--- src/datetime_add_sub_seconds_assert.svh ---
// assertion macros for the date/time shifter
`ifndef DATETIME_ADD_SUB_SECONDS_ASSERT_SVH
`define DATETIME_ADD_SUB_SECONDS_ASSERT_SVH
`ifndef SYNTHESIS
`define DTAS_ASSERT_NOW(lbl, ante, cons, msg) \
	lbl: assert property (@(posedge clk) disable iff (!arst_n) (ante) |-> (cons)) \
		else $error(msg);
`define DTAS_ASSERT_NEXT(lbl, ante, cons, msg) \
	lbl: assert property (@(posedge clk) disable iff (!arst_n) (ante) |=> (cons)) \
		else $error(msg);
`else
`define DTAS_ASSERT_NOW(lbl, ante, cons, msg)
`define DTAS_ASSERT_NEXT(lbl, ante, cons, msg)
`endif
`endif

--- src/dtas_pkg.sv ---
package dtas_pkg;

	localparam logic [16:0] SEC_DAY = 17'd86400;
	localparam int DIV_STEPS = 2;
	// ceil(2^35 / 675), exact quotient for 25-bit dividends
	localparam logic [25:0] DAY_RECIP = 26'd50903317;
	localparam int SEARCH_BITS = 14;
	localparam logic [23:0] Z_MIN = 24'd306;
	localparam logic [23:0] Z_MAX = 24'd3652364;
	localparam logic [13:0] YEAR_MAX = 14'd9999;
	localparam logic [13:0] YEAR_OVF = 14'd10000;
	localparam logic [2:0] WD_EDGE = 3'd6;

	typedef enum logic [2:0] {
		ST_OK, ST_TIME_BAD, ST_DATE_BAD, ST_OVER, ST_UNDER
	} status_t;

	typedef enum logic [3:0] {
		OP_NONE, OP_LATCH, OP_PREP, OP_DIV, OP_CALC, OP_HMS1, OP_HMS2,
		OP_HMS3, OP_HMS4, OP_SEARCH, OP_MONTH, OP_LOAD
	} op_t;

	typedef enum logic [3:0] {
		S_IDLE, S_PREP, S_DIV, S_CALC, S_HMS1, S_HMS2, S_HMS3, S_HMS4,
		S_SEARCH, S_MONTH, S_FIN
	} state_t;

	typedef struct packed {
		op_t        op;
		logic [4:0] idx;
	} cmd_t;

	typedef struct packed {
		logic time_bad;
		logic date_bad;
		logic out_range;
	} sts_t;

	// first day of each month counted from march
	function automatic logic [8:0] month_start(logic [3:0] mp);
		case (mp)
			4'd0:    month_start = 9'd0;
			4'd1:    month_start = 9'd31;
			4'd2:    month_start = 9'd61;
			4'd3:    month_start = 9'd92;
			4'd4:    month_start = 9'd122;
			4'd5:    month_start = 9'd153;
			4'd6:    month_start = 9'd184;
			4'd7:    month_start = 9'd214;
			4'd8:    month_start = 9'd245;
			4'd9:    month_start = 9'd275;
			4'd10:   month_start = 9'd306;
			4'd11:   month_start = 9'd337;
			default: month_start = 9'd0;
		endcase
	endfunction

	function automatic logic [4:0] month_len(logic [3:0] m, logic leap);
		case (m)
			4'd2:                      month_len = leap ? 5'd29 : 5'd28;
			4'd4, 4'd6, 4'd9, 4'd11:   month_len = 5'd30;
			default:                   month_len = 5'd31;
		endcase
	endfunction

	// exact for y below 18720
	function automatic logic [7:0] div100(logic [13:0] y);
		logic [23:0] p;
		p = 24'(y[13:2]) * 24'd2622;
		div100 = p[23:16];
	endfunction

	// days from march 1 of year 0 to march 1 of year y, q is y/100
	function automatic logic [23:0] year_base(logic [13:0] y, logic [7:0] q);
		year_base = 24'(y) * 24'd365 + 24'(y[13:2]) - 24'(q) + 24'(q[7:2]);
	endfunction

	// 8 is 1 mod 7, so fold octal digits
	function automatic logic [2:0] mod7(logic [23:0] z);
		logic [5:0] s1;
		logic [3:0] s2;
		logic [3:0] s3;
		s1 = '0;
		for (int i = 0; i < 8; i++) s1 = s1 + 6'(z[3*i +: 3]);
		s2 = 4'(s1[5:3]) + 4'(s1[2:0]);
		s3 = 4'(s2[3]) + 4'(s2[2:0]);
		mod7 = (s3 == 4'd7) ? 3'd0 : s3[2:0];
	endfunction

endpackage

--- src/datetime_add_sub_seconds.sv ---
// Gregorian date/time shifter, years 1 to 9999.
// Input channel (in_valid/in_ready): one beat carries a date, a time of day,
// an unsigned offset in seconds and kind (0 add, 1 subtract).
// Output channel (out_valid/out_ready): one beat per input beat with the
// shifted date and time, the weekday (0 Sunday) and a status code.
// Steps: latch and prepare, split the offset into days and seconds by a
// reciprocal, combine day number and time of day, form hours, minutes and
// seconds, find the year by a bit-by-bit search, then month and day, and load
// the result; a bad time goes to the load after the combine step, a bad date
// or out of range after the time steps. Only one item is in flight at a time.
// A finished result sits in the output register, so the next input beat is
// taken while the receiver stalls; a second result then waits until the
// first is taken.
// Reset clears the controller and drops out_valid; nothing else needs it.
`include "datetime_add_sub_seconds_assert.svh"
module datetime_add_sub_seconds (
	input  logic        clk,
	input  logic        arst_n,
	input  logic        in_valid,
	output logic        in_ready,
	input  logic        kind,
	input  logic [13:0] year_in,
	input  logic [3:0]  month_in,
	input  logic [4:0]  day_in,
	input  logic [4:0]  hour_in,
	input  logic [5:0]  minute_in,
	input  logic [5:0]  second_in,
	input  logic [31:0] offset_seconds,
	output logic        out_valid,
	input  logic        out_ready,
	output logic [13:0] year_out,
	output logic [3:0]  month_out,
	output logic [4:0]  day_out,
	output logic [4:0]  hour_out,
	output logic [5:0]  minute_out,
	output logic [5:0]  second_out,
	output logic [2:0]  weekday,
	output logic [2:0]  status
);
	import dtas_pkg::*;

	cmd_t cmd;
	sts_t sts;
	logic ok_shape;

	dtas_ctrl u_ctrl (
		.clk       (clk),
		.arst_n    (arst_n),
		.in_valid  (in_valid),
		.in_ready  (in_ready),
		.out_valid (out_valid),
		.out_ready (out_ready),
		.sts       (sts),
		.cmd       (cmd)
	);

	dtas_dp u_dp (
		.clk            (clk),
		.cmd            (cmd),
		.kind           (kind),
		.year_in        (year_in),
		.month_in       (month_in),
		.day_in         (day_in),
		.hour_in        (hour_in),
		.minute_in      (minute_in),
		.second_in      (second_in),
		.offset_seconds (offset_seconds),
		.year_out       (year_out),
		.month_out      (month_out),
		.day_out        (day_out),
		.hour_out       (hour_out),
		.minute_out     (minute_out),
		.second_out     (second_out),
		.weekday        (weekday),
		.status         (status),
		.sts            (sts)
	);

	assign ok_shape = month_out >= 4'd1 && month_out <= 4'd12 && day_out >= 5'd1 &&
		hour_out < 5'd24 && weekday < 3'd7;

	`DTAS_ASSERT_NEXT(a_busy_after_beat, in_valid && in_ready, !in_ready, "ready after accept")
	`DTAS_ASSERT_NOW(a_load_idle, cmd.op == OP_LOAD, !out_valid || out_ready, "result overwritten")
	`DTAS_ASSERT_NOW(a_ok_fields, out_valid && status == ST_OK, ok_shape, "bad ok result")

endmodule

--- src/dtas_ctrl.sv ---
module dtas_ctrl (
	input  logic          clk,
	input  logic          arst_n,
	input  logic          in_valid,
	output logic          in_ready,
	output logic          out_valid,
	input  logic          out_ready,
	input  dtas_pkg::sts_t sts,
	output dtas_pkg::cmd_t cmd
);
	import dtas_pkg::*;

	state_t     state_q, state_d;
	logic [4:0] cnt_q, cnt_d;
	logic       out_valid_q, out_valid_d;

	always_ff @(posedge clk or negedge arst_n) begin
		if (!arst_n) begin
			state_q     <= S_IDLE;
			cnt_q       <= '0;
			out_valid_q <= 1'b0;
		end else begin
			state_q     <= state_d;
			cnt_q       <= cnt_d;
			out_valid_q <= out_valid_d;
		end
	end

	always_comb begin
		state_d  = state_q;
		cnt_d    = cnt_q;
		in_ready = 1'b0;
		cmd.op   = OP_NONE;
		cmd.idx  = cnt_q;
		unique case (state_q)
			S_IDLE: begin
				in_ready = 1'b1;
				if (in_valid) begin
					cmd.op  = OP_LATCH;
					state_d = S_PREP;
				end
			end
			S_PREP: begin
				cmd.op  = OP_PREP;
				cnt_d   = 5'(DIV_STEPS - 1);
				state_d = S_DIV;
			end
			S_DIV: begin
				cmd.op = OP_DIV;
				if (cnt_q == '0) state_d = S_CALC;
				else cnt_d = cnt_q - 5'd1;
			end
			S_CALC: begin
				cmd.op  = OP_CALC;
				state_d = sts.time_bad ? S_FIN : S_HMS1;
			end
			S_HMS1: begin
				cmd.op  = OP_HMS1;
				state_d = S_HMS2;
			end
			S_HMS2: begin
				cmd.op  = OP_HMS2;
				state_d = S_HMS3;
			end
			S_HMS3: begin
				cmd.op  = OP_HMS3;
				state_d = S_HMS4;
			end
			S_HMS4: begin
				cmd.op  = OP_HMS4;
				cnt_d   = 5'(SEARCH_BITS - 1);
				state_d = (sts.date_bad || sts.out_range) ? S_FIN : S_SEARCH;
			end
			S_SEARCH: begin
				cmd.op = OP_SEARCH;
				if (cnt_q == '0) state_d = S_MONTH;
				else cnt_d = cnt_q - 5'd1;
			end
			S_MONTH: begin
				cmd.op  = OP_MONTH;
				state_d = S_FIN;
			end
			S_FIN: begin
				if (!out_valid_q || out_ready) begin
					cmd.op  = OP_LOAD;
					state_d = S_IDLE;
				end
			end
			default: state_d = S_IDLE;
		endcase
		if (cmd.op == OP_LOAD) out_valid_d = 1'b1;
		else out_valid_d = out_valid_q && !out_ready;
	end

	assign out_valid = out_valid_q;

endmodule

--- src/dtas_dp.sv ---
module dtas_dp (
	input  logic           clk,
	input  dtas_pkg::cmd_t cmd,
	input  logic           kind,
	input  logic [13:0]    year_in,
	input  logic [3:0]     month_in,
	input  logic [4:0]     day_in,
	input  logic [4:0]     hour_in,
	input  logic [5:0]     minute_in,
	input  logic [5:0]     second_in,
	input  logic [31:0]    offset_seconds,
	output logic [13:0]    year_out,
	output logic [3:0]     month_out,
	output logic [4:0]     day_out,
	output logic [4:0]     hour_out,
	output logic [5:0]     minute_out,
	output logic [5:0]     second_out,
	output logic [2:0]     weekday,
	output logic [2:0]     status,
	output dtas_pkg::sts_t sts
);
	import dtas_pkg::*;

	logic        kind_q;
	logic [13:0] y_q;
	logic [3:0]  m_q;
	logic [4:0]  d_q;
	logic [4:0]  hh_q;
	logic [5:0]  mi_q, ss_q;
	logic [31:0] off_q;
	logic [16:0] tod_q, rem_q, nt_q, days_q;
	logic [15:0] quo_q;
	logic [13:0] yy_q, ys_q;
	logic [7:0]  qyy_q, qy_q;
	logic [8:0]  doy_q;
	logic        dok_q, over_q, under_q;
	logic signed [24:0] z_q, zr_q;
	logic [4:0]  h_q;
	logic [11:0] r60_q;
	logic [5:0]  mn_q, sc_q;
	logic [23:0] st_q;
	logic [13:0] ry_q;
	logic [3:0]  rm_q;
	logic [4:0]  rd_q;

	// combinational helpers
	logic [3:0]  mp_in;
	logic [50:0] recip;
	logic [13:0] c100;
	logic        is_c, leap, dok;
	logic [17:0] sum, nt_d;
	logic        dinc;
	logic signed [24:0] zr_d;
	logic [24:0] ph;
	logic [19:0] pm;
	logic [13:0] cand;
	logic [23:0] cbase;
	logic [8:0]  doy;
	logic [3:0]  mp;
	logic [3:0]  mm;

	assign sts.time_bad  = (hh_q >= 5'd24) || (mi_q >= 6'd60) || (ss_q >= 6'd60);
	assign sts.date_bad  = !dok_q;
	assign sts.out_range = over_q || under_q;

	always_comb begin
		mp_in = (m_q > 4'd2) ? m_q - 4'd3 : m_q + 4'd9;
		// offset / 86400 is (offset >> 7) / 675
		recip = 51'(off_q[31:7]) * 51'(DAY_RECIP);
		c100  = 14'(qy_q) * 14'd100;
		is_c  = (y_q == c100);
		leap  = ((y_q[1:0] == 2'd0) && !is_c) || (is_c && (qy_q[1:0] == 2'd0));
		dok   = (y_q != '0) && (y_q <= YEAR_MAX) && (m_q != '0) && (m_q <= 4'd12) &&
			(d_q != '0) && (d_q <= month_len(m_q, leap));
		sum   = 18'(tod_q) + 18'(rem_q);
		dinc  = 1'b0;
		if (!kind_q) begin
			nt_d = sum;
			if (sum >= 18'(SEC_DAY)) begin
				nt_d = sum - 18'(SEC_DAY);
				dinc = 1'b1;
			end
		end else if (rem_q <= tod_q) begin
			nt_d = 18'(tod_q) - 18'(rem_q);
		end else begin
			nt_d = 18'(SEC_DAY) + 18'(tod_q) - 18'(rem_q);
			dinc = 1'b1;
		end
		zr_d  = kind_q ? z_q - $signed(25'(days_q)) : z_q + $signed(25'(days_q));
		ph    = 25'(nt_q[16:4]) * 25'd4661;
		pm    = 20'(r60_q[11:2]) * 20'd1093;
		cand  = ys_q | (14'd1 << cmd.idx[3:0]);
		cbase = year_base(cand, div100(cand));
		doy   = 9'(zr_q[23:0] - st_q);
		mp    = 4'd0;
		for (int i = 1; i < 12; i++) begin
			if (doy >= month_start(4'(i))) mp = 4'(i);
		end
		mm = (mp < 4'd10) ? mp + 4'd3 : mp - 4'd9;
	end

	always_ff @(posedge clk) begin
		case (cmd.op)
			OP_LATCH: begin
				kind_q <= kind;
				y_q    <= year_in;
				m_q    <= month_in;
				d_q    <= day_in;
				hh_q   <= hour_in;
				mi_q   <= minute_in;
				ss_q   <= second_in;
				off_q  <= offset_seconds;
			end
			OP_PREP: begin
				tod_q <= 17'(hh_q) * 17'd3600 + 17'(mi_q) * 17'd60 + 17'(ss_q);
				yy_q  <= (m_q <= 4'd2) ? y_q - 14'd1 : y_q;
				qyy_q <= div100((m_q <= 4'd2) ? y_q - 14'd1 : y_q);
				qy_q  <= div100(y_q);
				doy_q <= month_start(mp_in) + 9'(d_q) - 9'd1;
				rem_q <= '0;
				quo_q <= '0;
			end
			OP_DIV: begin
				// whole days first, then the seconds left over
				if (cmd.idx[0]) quo_q <= recip[50:35];
				else rem_q <= 17'(off_q - 32'(quo_q) * 32'd86400);
			end
			OP_CALC: begin
				dok_q  <= dok;
				nt_q   <= nt_d[16:0];
				days_q <= 17'(quo_q) + 17'(dinc);
				z_q    <= $signed(25'(year_base(yy_q, qyy_q)) + 25'(doy_q));
			end
			OP_HMS1: begin
				h_q     <= ph[24:20];
				zr_q    <= zr_d;
				over_q  <= zr_d > $signed(25'(Z_MAX));
				under_q <= zr_d < $signed(25'(Z_MIN));
			end
			OP_HMS2: r60_q <= 12'(nt_q - 17'(h_q) * 17'd3600);
			OP_HMS3: mn_q <= pm[19:14];
			OP_HMS4: begin
				sc_q <= 6'(r60_q - 12'(mn_q) * 12'd60);
				ys_q <= '0;
				st_q <= '0;
			end
			OP_SEARCH: begin
				if (cbase <= zr_q[23:0]) begin
					ys_q <= cand;
					st_q <= cbase;
				end
			end
			OP_MONTH: begin
				rd_q <= 5'(doy - month_start(mp) + 9'd1);
				rm_q <= mm;
				ry_q <= (mm <= 4'd2) ? ys_q + 14'd1 : ys_q;
			end
			OP_LOAD: begin
				if (sts.time_bad) begin
					{year_out, month_out, day_out} <= {y_q, m_q, d_q};
					{hour_out, minute_out, second_out} <= {hh_q, mi_q, ss_q};
					weekday <= dok_q ? mod7(z_q[23:0] + 24'd3) : 3'd0;
					status  <= ST_TIME_BAD;
				end else begin
					{hour_out, minute_out, second_out} <= {h_q, mn_q, sc_q};
					if (!dok_q) begin
						{year_out, month_out, day_out} <= {y_q, m_q, d_q};
						weekday <= 3'd0;
						status  <= ST_DATE_BAD;
					end else if (over_q) begin
						{year_out, month_out, day_out} <= {YEAR_OVF, 4'd1, 5'd1};
						weekday <= WD_EDGE;
						status  <= ST_OVER;
					end else if (under_q) begin
						{year_out, month_out, day_out} <= {14'd0, 4'd1, 5'd1};
						weekday <= WD_EDGE;
						status  <= ST_UNDER;
					end else begin
						{year_out, month_out, day_out} <= {ry_q, rm_q, rd_q};
						weekday <= mod7(zr_q[23:0] + 24'd3);
						status  <= ST_OK;
					end
				end
			end
			default: ;
		endcase
	end

endmodule

--- config.mk ---
export PLATFORM = sky130hd
export DESIGN_NAME = datetime_add_sub_seconds
export DESIGN_NICKNAME = d
export VERILOG_FILES = /design/src/dtas_pkg.sv /design/src/datetime_add_sub_seconds.sv /design/src/dtas_ctrl.sv /design/src/dtas_dp.sv
export VERILOG_INCLUDE_DIRS = /design/src /design/src/src
export SDC_FILE = /design/constraint.sdc
export NUM_CORES = 2
export LEC_CHECK = 0
export BUFFER_PORTS_ARGS = -buffer_cell sky130_fd_sc_hd__buf_2
export CORE_ASPECT_RATIO = 1.75
export CORE_UTILIZATION = 55
export CTS_BUF_LIST = sky130_fd_sc_hd__clkbuf_8
export DETAILED_ROUTE_END_ITERATION = 12
export PLACE_DENSITY = 0.76
export SYNTH_ARGS = -nofsm -noshare
export SYNTH_HDL_FRONTEND = slang
export SYNTH_SLANG_ARGS = --single-unit
--- constraint.sdc ---
create_clock -name clk -period 16.96 [get_ports clk]
set_clock_uncertainty 0.05 [all_clocks]
set_input_delay 3.392 -clock clk [delete_from_list [all_inputs] [get_ports clk]]
set_output_delay 3.392 -clock clk [all_outputs]
set_load 0.005 [all_outputs]
Word-level counts from Yosys, hierarchy flattened
Memory sizes are Yosys's and may differ from the RTL's. Index checks and enable logic that the tools add are counted.

Shift-type cells: 1. Bitwise logic cells: 2. Order comparisons: 26. Add/subtract/negate cells: 52. Multiplexer cells: 73. Equal/unequal tests: 37. $mul: 14. Div/mod/pow operators: 0. Reduce and logical (&&, ||, !) cells: 36.

Operator list (count): $mux 14 (7); $pmux 4 s11 (2); $add 6x3->6 (12); $mul 12x11->23 const B (3); $mux 17 (4); $mux 4 (16); $mul 25x26->51 const B (1); $sub 17x17->17 (3); $add 23x12->24 (2); $add 24x2->24 const B (2); $add 24x6->24 (2); $eq 4x3->1 const B (12); $sub 24x8->24 (2); $mul 14x9->23 const B (2); $eq 4x4->1 const B (9); $ge 9x8->1 const B (4); $mux 3 (12); $mux 5 (7); $pmux 17 s2 (1); $pmux 16 s2 (1); $pmux 14 s2 (1); $ge 9x9->1 const B (3); $add 24x9->25 (1); $add 25x18->25 (1); other kinds (80) (131).

Memories: 2. Flip-flop bits (word level): 379. Latch bits: 0. Logic and storage cells: 286. Memory bits (read-only): 288. Bits of input ports: 77. Output and inout bits: 48. RAM bits: 0.

Memory list: (name not given) (depth 16, width 9, read ports 1, clocked after Yosys merged registers in 0, write ports 0, RTL line dtas_pkg.sv:41) `case (mp)`; (name not given) (depth 16, width 9, read ports 1, clocked after Yosys merged registers in 0, write ports 0, RTL line dtas_pkg.sv:41).

Longest topological paths before layout
Word-level depth: 17. Mapped depth: 53. Gate-level depth less buffers: 53.

Cells and area by module
A second synthesis with hierarchy kept.

Cells, all modules: 5289. Area total of the unflattened synthesis: 54428.5 um2.

Modules (own cells, without submodules): dtas_dp (times used 1, area an instance 53707.8 um2, seq. area each 11080.6 um2, cells an instance 5205); dtas_ctrl (times used 1, area an instance 720.7 um2, seq. area each 250.2 um2, cells an instance 84).

Worst setup path before layout
Ideal clock, no wire load.

Path kind: register -> register. Start: register u_ctrl.cnt_q[1]. End: register u_dp.st_q[0], enable pin. Clock period less this slack: 13.688 ns. Setup time: 0.468 ns. Data required time: 16.442 ns. Data arrival time: 13.169 ns. Cell stages (with the launch flop): 51. Buffers on the path: 0. Path slack: 3.272 ns. Path through: dfrtp_1 -> inv_1 -> ha_1 -> a21oi_1 -> inv_1 -> ha_1 -> inv_1 -> ha_1 -> or2_2 -> ha_1 -> inv_1 -> fa_1 -> inv_1 -> fa_1 -> inv_1 -> fa_1 -> inv_1 -> ha_1 -> [... 15 more ...] -> fa_1 -> a21o_1 -> a21oi_1 -> o21ai_0 -> a211o_1 -> nand4_1 -> a31oi_1 -> o311a_1 -> or4_1 -> nand2_1 -> xnor2_1 -> ha_1 -> nor2b_1 -> o21ai_0 -> nand2b_1 -> a21oi_1 -> nor2b_1 -> o41ai_1.

Cells in the longest elaborated chain, start to end: 9. Elaborated cells between the ends (all ways): 10. Those cells by class: 3 x add/sub; 2 x mul; 1 x order compare; 1 x eq/ne; 1 x shift; 1 x bitwise; 1 x reduce/logical.

RTL lines: start: declaration (RTL line dtas_ctrl.sv:14) `logic [4:0] cnt_q, cnt_d;`; start signal: assignment (RTL line dtas_ctrl.sv:24) `cnt_q <= cnt_d;`; $shl 1x4->14 * (RTL line dtas_dp.sv:92) `cand = ys_q | (14'd1 << cmd.idx[3:0]);`; $or 14x14->14 * (RTL line dtas_dp.sv:92); via u_dp.cand[9] (RTL line dtas_dp.sv:56) `logic [13:0] cand;`; $mul 14x9->23 (RTL line dtas_pkg.sv:75) `year_base = 24'(y) * 24'd365 + 24'(y[13:2]) - 24'(q) + 24'(q[7:2]);`; $add 23x12->24 (RTL line dtas_pkg.sv:75); $sub 24x8->24 (RTL line dtas_pkg.sv:75); $add 24x6->24 * (RTL line dtas_pkg.sv:75); $le 24x24->1 * (RTL line dtas_dp.sv:148) `if (cbase <= zr_q[23:0]) begin`; $ne 2x1->1 (no source line) *; $reduce_and 2->1 (no source line) *; end signal: assignment (RTL line dtas_dp.sv:150) `st_q <= cbase;`; end: declaration (RTL line dtas_dp.sv:41) `logic [23:0] st_q;`.

Mark *: on every way through the listed nets, which the timed path passes. The rest lies on a longest branch. A chain may end at the register's enable or synchronous reset.

Final worst setup path
Start: register u_ctrl.cnt_q[1]. End: register u_dp.ys_q[11], enable pin.

Cells in the longest elaborated chain, start to end: 9. Elaborated cells between the ends (all ways): 10. Those cells by class: 3 x add/sub; 2 x mul; 1 x order compare; 1 x eq/ne; 1 x shift; 1 x bitwise; 1 x reduce/logical.

RTL lines: $shl 1x4->14 * (RTL line dtas_dp.sv:92); $or 14x14->14 * (RTL line dtas_dp.sv:92); via u_dp.cand[9] (RTL line dtas_dp.sv:56); $mul 14x9->23 (RTL line dtas_pkg.sv:75); $add 23x12->24 (RTL line dtas_pkg.sv:75); $sub 24x8->24 (RTL line dtas_pkg.sv:75); $add 24x6->24 * (RTL line dtas_pkg.sv:75); $le 24x24->1 * (RTL line dtas_dp.sv:148); $ne 2x1->1 (no source line) *; $reduce_and 2->1 (no source line) *; end signal: assignment (RTL line dtas_dp.sv:149) `ys_q <= cand;`; end: declaration (RTL line dtas_dp.sv:33) `logic [13:0] yy_q, ys_q;`.

Marked as above.

==> impl_metrics.env <==
export IMPL_status="completed"
export IMPL_portBuffers=124
export IMPL_drv_slew=0
export IMPL_dpl_instance_area_um2=57200
export IMPL_synthToLayoutAreaGrowth_pct=6.85
export IMPL_drt_initial_drc_count=1590
export IMPL_io_pins=125
export IMPL_grtUsageTotal_pct=26.7
export IMPL_ff2ff_path_depth=50
export IMPL_die_w_um=241
export IMPL_synth_avg_cell_area_um2=10.3
export IMPL_vias=38000
export IMPL_drc=0
export IMPL_htree_levels=2
export IMPL_syn_area_um2=54800
export IMPL_synthMuxAreaShare_pct=0.244
export IMPL_hpwl_um=112000
export IMPL_coreArea_um2=98300
export IMPL_cts_root_buffer="clkbuf_8"
export IMPL_final_common_cell="ha_1"
export IMPL_ys_ff_latch=379
export IMPL_layout_common_cells="1188 x ha_1, 1121 x inv_1, 566 x fa_1"
export IMPL_clockBufferDepth=3
export IMPL_routed_wl_um=131000
export IMPL_clk_pin_slew_ns=0.06
export IMPL_first_pass_iters=7
export IMPL_r2r_end="u_dp.ys_q[11]"
export IMPL_async_flop_share_pct=2.64
export IMPL_die_h_um=420
export IMPL_overflow=0
export IMPL_cp_end_kind="flip-flop"
export IMPL_viasPerCell=5.55
export IMPL_ff2ff_setup_slack_ns=3.61
export IMPL_postLayoutCellArea_um2=58600
export IMPL_synth_top_family_by_area="adder cells"
export IMPL_min_from="u_dp.r60_q[0]"
export IMPL_setup_tns_final_ns=0
export IMPL_cts_resized_gates=0
export IMPL_antenna_found_initial=3
export IMPL_synth_compound_area_share_pct=9.03
export IMPL_tritoncts="done"
export IMPL_fmaxAchievable_mhz=74.9
export IMPL_cp_max_fo=23
export IMPL_worstMarginPinSlew_ns=1.16
export IMPL_syn_nets=7160
export IMPL_synth_main_ff_cell="edfxtp_1"
export IMPL_min_period_ns=13.35
export IMPL_hold_path_end="u_dp.sc_q[0]"
export IMPL_crit_required_ns=17.26
export IMPL_cp_start_kind="flip-flop"
export IMPL_synth_cells=5329
export IMPL_synth_xor_area_share_pct=6.54
export IMPL_arrival_ns=13.65
export IMPL_hold_viol_final=0
export IMPL_synth_cell_types=92
export IMPL_crit_type="flip-flop to flip-flop"
export IMPL_period_share_pct=78.7
export IMPL_setup_viol=0
export IMPL_numCtsBuffers=61
export IMPL_final_nets=7332
export IMPL_synth_adder_area_share_pct=47.8
export IMPL_initial_core_util_pct=55.7
export IMPL_clock_latency_ns=0.70
export IMPL_drv_cap=0
export IMPL_die_area_um2=101000
export IMPL_synth_top_area_share_pct=27.1
export IMPL_slew_headroom_pct=22.3
export IMPL_r2r_start="u_ctrl.cnt_q[1]"
export IMPL_grt_pass1_wl_um=209000
export IMPL_grt_start_max_net_pins=61
export IMPL_postCtsHoldBufs=0
export IMPL_ys_warnings_count=0
export IMPL_rows=152
export IMPL_seq_area_frac_synth_pct=20.7
export IMPL_cts_setup_buffers=0
export IMPL_cp_slowest_cell="a21oi_1"
export IMPL_drive_above_1_share_pct=5.50
export IMPL_grt_pass1_vias=40800
export IMPL_place_congestion=1.03
export IMPL_hold_path_class="flip-flop to flip-flop"
export IMPL_post_drt_wl_per_cell_um=19.1
export IMPL_rsz0062_at_grt="false"
export IMPL_clkSinkCount=379
export IMPL_yosysTopAreaCell="ha_1"
export IMPL_holdPathStages=0
export IMPL_cpPeakStageDelay_ns=0.75
export IMPL_synth_edf_count=369
export IMPL_synth_area_leaders="ha_1 27%, fa_1 21%, edfxtp_1 20%"
export IMPL_ant_nets=0
export IMPL_cpMostUsedCell="inv_1"
export IMPL_yosys_area_share_simple_pct=7.64
==> cells in the mapped netlist, types with 6 or more instances <==
cell	number
o31a_1	10
a211oi_1	29
or2_2	15
xor2_1	117
nor3b_1	11
o2111ai_1	7
nor4_1	23
and3_1	36
a211o_1	13
xnor2_1	289
edfxtp_1	369
o31ai_1	16
nor2_1	204
inv_1	1113
ha_1	1188
nor2b_1	32
and4_1	6
a21boi_0	7
o21ai_1	10
o41ai_1	7
nand2b_1	45
o211ai_1	22
nand4_1	37
fa_1	566
nand2_1	228
a21o_1	100
o21bai_1	36
a31oi_1	25
o21a_1	34
o21ai_0	134
and2_1	32
or3_1	14
clkbuf_1	48
or4_1	8
dfrtp_1	10
a31o_2	9
nor3_1	80
o311a_1	6
nand3_1	57
mux2i_1	7
a2111oi_0	6
a21oi_1	214
==> metrics by stage <==
step           hold slack [ns]  instances  setup WS, ns  utilization (%)
6_report                 0.366       6860          3.61             59.6
5_1_grt                  0.375       6859          2.86             59.6
4_1_cts                  0.371       6857          3.59             59.6
3_5_place_dp             0.357       6747          3.60             58.2
3_3_place_gp             0.354       6747          3.94             58.2
2_1_floorplan            0.350       5329          3.27                -
==> area by class of cell <==
cell class / instances / area, um2
Timing Repair Buffer: 164 / 921
Fill cell: 8234 / 39800
Antenna cell: 3 / 7.51
Inverter: 1117 / 4190
Tap cell: 1309 / 1640
Multi-Input combinational cell: 3778 / 39100
Clock buffer: 61 / 840
Clock inverter: 49 / 533
Sequential cell: 379 / 11300
==> how the worst max path moves through the flow <==
stage / to / start
2_1_floorplan: u_dp.st_q[0] / u_ctrl.cnt_q[1]
6_report: u_dp.ys_q[11] / u_ctrl.cnt_q[1]
3_5_place_dp: u_dp.ys_q[6] / u_ctrl.cnt_q[1]
5_1_grt: u_dp.st_q[0] / u_ctrl.cnt_q[1]
3_3_place_gp: u_dp.ys_q[6] / u_ctrl.cnt_q[1]
4_1_cts: u_dp.ys_q[11] / u_ctrl.cnt_q[1]
==> metal layers <==
metal  share of wire, %  wire length, um  GRT usage, %
met1                 35            46100          26.8
met2                 55            72100          52.0
met3                3.0             4000          2.56
met4                6.9             9120          16.5
met5                  0                0             0
==> kinds of logic (layout without fill, tap and decap cells) <==
| kind of cell | count (synthesis) | count (layout) |
|---|---|---|
| fa+ha+maj | 1755 | 1755 |
| buf+inv | 1172 | 1391 |
| simple gates | 853 | 853 |
| compound gates | 751 | 751 |
| xor+xnor | 407 | 407 |
| flops | 379 | 379 |
| mux | 12 | 12 |
| other cells | 0 | 3 |
==> state kept, by name, indices dropped and copies added, names as in the netlist, 9 cells and up <==
signal and cells:
u_dp.st_q 9, u_dp.yy_q 14, u_dp.ys_q 14, u_dp.off_q 32
u_dp.z_q 25, u_dp.quo_q 16, u_dp.nt_q 17, u_dp.ry_q 14
u_dp.year_out 14, u_dp.zr_q 24, u_dp.rem_q 17, u_dp.y_q 14
u_dp.tod_q 17, u_dp.doy_q 9, u_dp.r60_q 12, u_dp.days_q 17
==> critical path: cells and delay by family, from the launching register on <==
kind / cells / cell delay, ns
buffers and inverters: 10 / 1.18
adder cells (fa/ha/maj): 14 / 5.49
XOR/XNOR: 2 / 0.31
flip-flops: 1 / 0.41
AND/OR/NAND/NOR: 8 / 1.36
AO/OA/AOI/OAI: 16 / 4.18
Power is not shown: default switching activity piles up to over one toggle a cycle in this logic, so the estimate is an artifact.
